===== config.mk =====
export PLATFORM = sky130hd
export DESIGN_NAME = wfd_lane_decode
export DESIGN_NICKNAME = d
export VERILOG_FILES = /design/src/wfd_pkg.sv /design/src/wfd_lane_decode.sv
export SDC_FILE = /design/constraint.sdc
export NUM_CORES = 1
export LEC_CHECK = 0
export BUFFER_PORTS_ARGS = -buffer_cell sky130_fd_sc_hd__buf_2
export CAP_MARGIN = 30
export CORE_MARGIN = 2
export CORE_UTILIZATION = 35
export DETAILED_ROUTE_END_ITERATION = 10
export GPL_ROUTABILITY_DRIVEN = 1
export SLEW_MARGIN = 10
export SYNTH_ARGS = -nofsm -noshare
export SYNTH_HDL_FRONTEND = slang
export SYNTH_SLANG_ARGS = --single-unit

===== constraint.sdc =====
create_clock -name vclk -period 11.3
set_input_delay 2.26 -clock vclk [all_inputs]
set_output_delay 2.26 -clock vclk [all_outputs]
set_load 0.05 [all_outputs]

===== src/wfd_pkg.sv =====
// Package of shared types and constants for the WAV frame decode and downmix block.
`timescale 1ns / 1ps
package wfd_pkg;

  localparam int SLOT_W   = 64;
  localparam int SLOTS    = 8;
  localparam int SAMPLE_W = 32;
  localparam int CFG_IDX_W  = 8;
  localparam int CFG_DATA_W = 8;
  localparam int COUNT_W  = 4;

  localparam logic [CFG_IDX_W-1:0] REG_SAMPLE_FORMAT   = 8'd0;
  localparam logic [CFG_IDX_W-1:0] REG_BITS_PER_SAMPLE = 8'd1;
  localparam logic [CFG_IDX_W-1:0] REG_CHANNEL_COUNT   = 8'd2;

  localparam logic FMT_PCM   = 1'b0;
  localparam logic FMT_FLOAT = 1'b1;

  localparam logic [SAMPLE_W-1:0] Q31_MAX = 32'h7FFF_FFFF;
  localparam logic [SAMPLE_W-1:0] Q31_MIN = 32'h8000_0000;

  typedef enum logic [2:0] {
    MODE_PCM8,
    MODE_PCM16,
    MODE_PCM24,
    MODE_PCM32,
    MODE_F32,
    MODE_F64,
    MODE_BAD
  } mode_t;

  function automatic mode_t mode_of(input logic fmt, input logic [6:0] bits);
    mode_t m;
    m = MODE_BAD;
    if (fmt == FMT_PCM) begin
      case (bits)
        7'd8:    m = MODE_PCM8;
        7'd16:   m = MODE_PCM16;
        7'd24:   m = MODE_PCM24;
        7'd32:   m = MODE_PCM32;
        default: m = MODE_BAD;
      endcase
    end else begin
      case (bits)
        7'd32:   m = MODE_F32;
        7'd64:   m = MODE_F64;
        default: m = MODE_BAD;
      endcase
    end
    return m;
  endfunction

endpackage


===== src/wfd_lane_decode.sv =====
// Decoder of one channel slot into a signed Q1.31 sample.
`timescale 1ns / 1ps
module wfd_lane_decode import wfd_pkg::*; (
  input  logic [SLOT_W-1:0]   raw,
  input  mode_t               mode,
  output logic [SAMPLE_W-1:0] sample
);

  logic        neg32;
  logic [7:0]  e32;
  logic [7:0]  e32_adj;
  logic [30:0] m32;
  logic [7:0]  sh32;
  logic [30:0] mag32;
  logic        neg64;
  logic [10:0] e64;
  logic [10:0] e64_adj;
  logic [52:0] m64;
  logic [10:0] sh64;
  logic [52:0] mag64;

  always_comb begin
    neg32   = raw[31];
    e32     = raw[30:23];
    e32_adj = (e32 == 8'd0) ? 8'd1 : e32;
    // Mantissa pre-shifted by seven so that every exponent is a right shift.
    m32     = {(e32 != 8'd0), raw[22:0], 7'd0};
    sh32    = 8'd126 - e32_adj;
    mag32   = (sh32 >= 8'd31) ? 31'd0 : (m32 >> sh32[4:0]);

    neg64   = raw[63];
    e64     = raw[62:52];
    e64_adj = (e64 == 11'd0) ? 11'd1 : e64;
    m64     = {(e64 != 11'd0), raw[51:0]};
    sh64    = 11'd1044 - e64_adj;
    mag64   = (sh64 >= 11'd53) ? 53'd0 : (m64 >> sh64[5:0]);

    sample = '0;
    case (mode)
      MODE_PCM8:  sample = {~raw[7], raw[6:0], 24'd0};
      MODE_PCM16: sample = {raw[15:0], 16'd0};
      MODE_PCM24: sample = {raw[23:0], 8'd0};
      MODE_PCM32: sample = raw[31:0];
      MODE_F32: begin
        if (e32 == 8'hFF) begin
          sample = '0;
        end else if (e32 >= 8'd127) begin
          sample = neg32 ? Q31_MIN : Q31_MAX;
        end else begin
          sample = neg32 ? (32'd0 - {1'b0, mag32}) : {1'b0, mag32};
        end
      end
      MODE_F64: begin
        if (e64 == 11'h7FF) begin
          sample = '0;
        end else if (e64 >= 11'd1023) begin
          sample = neg64 ? Q31_MIN : Q31_MAX;
        end else begin
          sample = neg64 ? (32'd0 - {1'b0, mag64[30:0]}) : {1'b0, mag64[30:0]};
        end
      end
      default: sample = '0;
    endcase
  end

endmodule


==> results of run 1 <==
final cells by class:
cell class,instances,share of cell area (%)
diodes,2,0.0430
repair buffers,168,8.90
well taps,396,4.26
multi-input cells,1468,85.7
inverters,33,1.09
how the worst max path moves through the flow:
| stage | slack [ps] | start | to | cells after the start |
|---|---|---|---|---|
| after global routing | 240 | raw[53] | sample[20] | 20 |
| final | 530 | raw[53] | sample[14] | 22 |
| after CTS | 770 | raw[53] | sample[29] | 18 |
| after floorplan | 330 | raw[55] | sample[26] | 24 |
| after global placement | 420 | raw[53] | sample[20] | 21 |
| after detailed placement | 790 | raw[53] | sample[29] | 18 |
metal layers:
metal | vias up | part of all wire, % | GRT usage [%]
met5 | - | 0.020 | 0
met2 | 1275 | 42 | 58.0
li1 | 6577 | - | -
met3 | 234 | 12 | 7.70
met4 | 2 | 6.2 | 19.2
met1 | 7293 | 39 | 50.6
placed cells by master, fill, tap and decap left out, types with 10 or more instances in the layout:
master,Yosys,routed
a311oi_1,11,11
o31ai_1,17,17
o211a_1,11,11
buf_4,1,66
mux4_2,17,17
buf_2,17,99
nand2b_1,19,19
or3_1,18,18
o22ai_1,28,28
o211ai_1,35,35
nand2_1,197,197
mux2i_1,90,90
nor2_1,132,132
o2111ai_1,14,14
o32ai_1,14,14
xor2_1,12,10
nor3_1,33,33
nor4_1,11,11
o21a_1,14,14
nand3_1,76,76
a221oi_1,23,23
o221ai_1,18,18
a21o_1,10,10
a211oi_1,21,21
or4_1,11,11
and2_1,23,23
nor2b_1,17,17
nand3b_1,11,11
nand4_1,32,32
a21oi_1,109,109
o311ai_0,17,15
or2_2,12,12
xnor2_1,15,13
o21ai_0,111,111
a211o_1,18,18
and3_1,25,25
a31oi_1,25,25
a22oi_1,26,26
inv_1,29,29
mux2_2,27,27
metrics by stage:
stage / cells / hold slack [ps] / utilization, % / worst slack, ps
6_report: 2067 / 5240 / 38.2 / 531
5_1_grt: 2066 / 5270 / 38.2 / 243
4_1_cts: 2064 / 5220 / 38.2 / 766
2_1_floorplan: 1675 / 4910 / - / 331
3_5_place_dp: 2064 / 5220 / 38.2 / 792
3_3_place_gp: 2063 / 5220 / 38.2 / 420
cells by family (layout without fill, tap and decap cells):
family / after synthesis / count (layout) / synth area share [%]
other cells: 0 / 2 / 0
fa+ha+maj: 4 / 4 / 0.465
mux: 140 / 140 / 15.9
buf+inv: 207 / 201 / 7.96
compound gates: 636 / 636 / 42.0
simple gates: 661 / 661 / 31.5
xor+xnor: 27 / 27 / 2.20
worst max-delay path: cells and delay by family:
| kind | cells | cell delay (ps) |
|---|---|---|
| AO/OA/AOI/OAI | 7 | 2200 |
| AND/OR/NAND/NOR | 5 | 1950 |
| buffers and inverters | 7 | 1350 |
| adder cells (fa/ha/maj) | 2 | 500 |
| XOR/XNOR | 1 | 240 |
==> summary.txt, run 1 <==
Outcome
  • Run status: finished clean

Layout
  • # clk buffers: 0
  • Fin nets: 1742
  • Fill count: about 3.3k
  • P&R area growth vs syn: 7.96%
  • Post-route cell area: roughly 0.012 mm2
  • Layout cells sized above 1: 15.6%
  • Area occupied by multi-input gates: around 0.01 mm2
  • Reg area: 0 um2
  • Seq Cell Count: 0

Yosys
  • YS warnings: 0
  • Top cells by count, synth: nand2_1, nor2_1, clkbuf_1
  • Cell with the most instances after synthesis: nand2_1
  • Seq/Total Area, Yosys: 0%
  • Post-Syn Instances: approximately 1.7k
  • Share of the synthesized area in the top cell type: roughly 8.4%
  • Post-Syn Nets: around 1.7k
  • Distinct cells, synth: 100
  • Syn_area_per_cell: around 6.4 um2
  • Synth Cell Area: ~0.011 mm2
  • Yosys top cell by area: mux2i_1
  • Synth area leaders: mux2i_1, nand2_1, o21ai_0

Timing
  • Fin crit share: between 90% and 100%
  • Max Freq: 92.9 MHz
  • Final Hold Fails: 0
  • Setup Viol. Count Final: 0
  • Minimum clock period: approximately 11000 ps
  • Worst slew pin tran: 967 ps
  • Normalized max-slew margin: between 30% and 40%
  • Max-slew violations: 0
  • Post-route setup TNS: 0 ps
  • RSZ-0062 raised after global routing: no

Die
  • Die Width: about 180 um
  • Die Area: around 0.032 mm2
  • Core box area: approximately 0.030 mm2
  • Die H: 179 um
  • Row count: 64
  • I/O Pins: 99
  • Initial core utilization: between 30% and 40%

Worst setup path
  • CP max FO: 32
  • Critical Path Source Type: input port
  • WP data arrival: approximately 8500 ps
  • CP cell instances: buf_2 -> or4_4 -> o31ai_4 -> inv_4 -> ha_1 -> buf_4 -> xor2_4 -> buf_4 -> nand2_1 -> o22ai_1 -> a2111oi_0 -> buf_1 -> o31ai_1 -> o2111ai_1 -> ha_1 -> inv_1 -> nor4b_2 -> and3b_1 -> nor4_1 -> a311oi_1 -> o221ai_1 -> buf_2
  • Critical Path RT: ~9000 ps
  • CP endpoint kind: output port
  • CP max-delay cell: or4_4
  • Slowest stage delay, CP: about 760 ps
  • Critical path class: input port to output port

Drt
  • Drt pass-1 iters: 8
  • Final wirelength: ~64000 um
  • ANT nets after route: 0
  • Initial DRC count: 2485
  • Post-DR vias/cell: 7.44
  • Wire per inst: slightly above 30 um
  • Total number of vias: ~15k
  • Residual DRC: 0

Global routing
  • Vias in the first global route: 14.1k
  • Largest net degree at the start of global routing: between 40 and 50
  • Antenna violations before repair: 3
  • Overall Global Routing Usage: between 30% and 40%
  • First-pass GRT wire length: 95800 um
  • GRT overflow: 0

Run
  • Max-Cap Viols: 0

Hold path
  • Hold depth: 4
  • WHS Endpoint: sample[29]
  • HP Class: input port to output port
  • Min-delay src: raw[63]

Clocking
  • Hold buffer count at cts: 0
  • # resized after CTS: 0
  • # Post-CTS Setup Buffers: 0

Placed design
  • Placement-stage cell area: around 0.012 mm2
  • DPL Wire Length: between 40000 and 50000 um
  • RD Place Congestion: between 1 and 1.5
  • PortBufs: between 90 and 100
==> run 2: changes to the inputs <==
--- a/config.mk
+++ b/config.mk
@@ -5,6 +5,7 @@
 export SDC_FILE = /design/constraint.sdc
 export NUM_CORES = 1
 export LEC_CHECK = 0
+export ABC_AREA = 1
 export BUFFER_PORTS_ARGS = -buffer_cell sky130_fd_sc_hd__buf_2
 export CAP_MARGIN = 30
 export CORE_MARGIN = 2
==> run 2 against run 1 <==
  * Critical path type unchanged
  * Non-clock buffer count decreased by 58
  * Worst setup slack improved by 1500 ps
  * Fmax increased by 16%
  * Count of clock-buffer cells in the layout unchanged
  * Cell area decreased by 22%
  * Routed wire length decreased by 38%
==> summary.txt, run 2 <==
Outcome
  • Run status: finished clean

Drt
  • Final wirelength: 40000 um (-38%)
  • Residual DRC: 0 (unchanged)
  • Total number of vias: 12.7k (-17%)
  • Initial DRC count: 1555 (-37%)
  • Post-DR vias/cell: 5.84 (-22%)
  • Drt pass-1 iters: 6 (-2)
  • ANT nets after route: 0 (unchanged)
  • Wire per inst: 18.4 um (-41%)

Worst setup path
  • WP data arrival: 7040 ps (-1470 ps)
  • Slowest stage delay, CP: 480 ps (-280 ps)
  • CP endpoint kind: output port
  • Critical Path Source Type: input port
  • Family with the most delay on the worst path: buffers and inverters
  • Worst path buffer plus inverter count: 8 (+1)
  • Critical Path RT: 9040 ps (about the same)
  • CP max-delay cell: inv_2
  • CP max FO: 55 (+72%)
  • Critical path class: input port to output port

Yosys
  • Cell with the most instances after synthesis: nand3_1
  • Top cells by count, synth: nand3_1, nand2_1, inv_1
  • Post-Syn Nets: 1914 (+9.6%)
  • Syn_area_per_cell: 4.66 um2 (-27%)
  • Distinct cells, synth: 49 (-51%)
  • Share of the synthesized area in the top cell type: 36.3% (+28 points)
  • Yosys top cell by area: nand3_1
  • YS warnings: 0 (unchanged)
  • Post-Syn Instances: 1843 (+10%)
  • Seq/Total Area, Yosys: 0% (unchanged)
  • Synth Cell Area: 0.00859 mm2 (-20%)
  • Synth area leaders: nand3_1, nand2_1, inv_1

Timing
  • Worst slew pin tran: 904 ps (-62.6 ps)
  • Max-slew violations: 0 (unchanged)
  • RSZ-0062 raised after global routing: no
  • Final Hold Fails: 0 (unchanged)
  • Minimum clock period: 9300 ps (-1470 ps)
  • Fin crit share: 82.3% (-13 points)
  • Post-route setup TNS: 0 ps (unchanged)
  • Max Freq: 108 MHz (+16%)
  • Setup Viol. Count Final: 0 (unchanged)
  • Normalized max-slew margin: 39.7% (+4.2 points)

Die
  • Initial core utilization: 35.5% (+0.14 points)
  • Die Area: 0.0258 mm2 (-20%)
  • Row count: 57 (-11%)
  • Core box area: 0.0242 mm2 (-21%)
  • Die H: 161 um (-10%)
  • I/O Pins: 99 (unchanged)
  • Die Width: 161 um (-10%)

Global routing
  • Vias in the first global route: 11.5k (-18%)
  • GRT overflow: 0 (unchanged)
  • Largest net degree at the start of global routing: 56 (+14%)
  • Antenna violations before repair: 0 (-3)
  • First-pass GRT wire length: 62700 um (-35%)
  • Overall Global Routing Usage: 30.1% (-7.9 points)

Layout
  • Commonest non-fill, non-tap cell in the layout: nand3_1
  • ANT cells: 0 (-2)
  • Fin nets: 1924 (+10%)
  • P&R area growth vs syn: 5.96%
  • Most frequent cells in the layout: nand3_1, nand2_1, inv_1, buf_2, nor2_1
  • Reg area: 0 um2 (unchanged)
  • Seq Cell Count: 0 (unchanged)
  • Layout cells sized above 1: 10.0% (-5.5 points)
  • # clk buffers: 0 (unchanged)

Clocking
  • Hold buffer count at cts: 0 (unchanged)
  • # resized after CTS: 0 (unchanged)
  • # Post-CTS Setup Buffers: 0 (unchanged)

Pwr
  • Lkg Pwr: between 5 and 6 nW
  • Maximum VDD drop: roughly 0.000037 V
  • Power per Cell Area: approximately 66 mW/mm2
  • Total power: 599 uW

Hold path
  • WHS Endpoint: sample[5]
  • HP Class: input port to output port
  • Hold depth: 4 (unchanged)
  • Min-delay src: raw[5]

Placed design
  • DPL Wire Length: 31500 um (-35%)
  • RD Place Congestion: 1.06 (-0.54%)
  • PortBufs: 99 (unchanged)

Run
  • Max-Cap Viols: 0 (unchanged)
## run 2: cell families after synthesis
logic type                 synth area share (%)
AOI/OAI and AO/OA                          11.2
adders and majority gates                 0.582
and+or+nand+nor                            74.1
xor gates and xnor gates                  0.728
buffers and inverters                      13.4
## run 2: per-stage QoR
step / setup WS [ps] / hold slack (ps) / std cells / area (um2) / util (%)
floorplan: 3500 / 4920 / 1843 / 8590 / -
global placement: 2170 / 5020 / 2174 / 9100 / 37.6
detailed placement: 2090 / 5030 / 2175 / 9100 / 37.7
CTS: 2070 / 5030 / 2175 / 9100 / 37.7
global route: 1500 / 5050 / 2175 / 9100 / 37.7
finish: 2000 / 5040 / 2175 / 9100 / 37.7
## run 2: how the worst max path moves through the flow
stage	from	endpoint	slack [ps]	cells after the start
after floorplan	raw[60]	sample[18]	3500	25
after detailed placement	raw[57]	sample[8]	2090	25
after global routing	raw[57]	sample[6]	1500	25
after global placement	raw[57]	sample[8]	2170	25
after CTS	raw[57]	sample[8]	2070	25
final	raw[57]	sample[6]	2000	25
## run 2: per-layer routing
metal  share of wire, %  global-route usage [%]
met5                  0                       0
met3                8.2                    3.13
met4                6.8                    16.8
met2                 45                    50.4
met1                 40                    38.0
## run 2: power by group
part           total, mW  internal, mW  leakage, nW  switching (mW)
clock                  0             0            0               0
sequential             0             0            0               0
combinational      0.599         0.166         5.22           0.433
## run 2: final cells by class
type               instances  area (um2)
fillers                 2898       15100
repair buffers           110         576
multi-input cells       1566        7470
inverters                175         658
well taps                324         405
(Power assumes the default switching activity.)
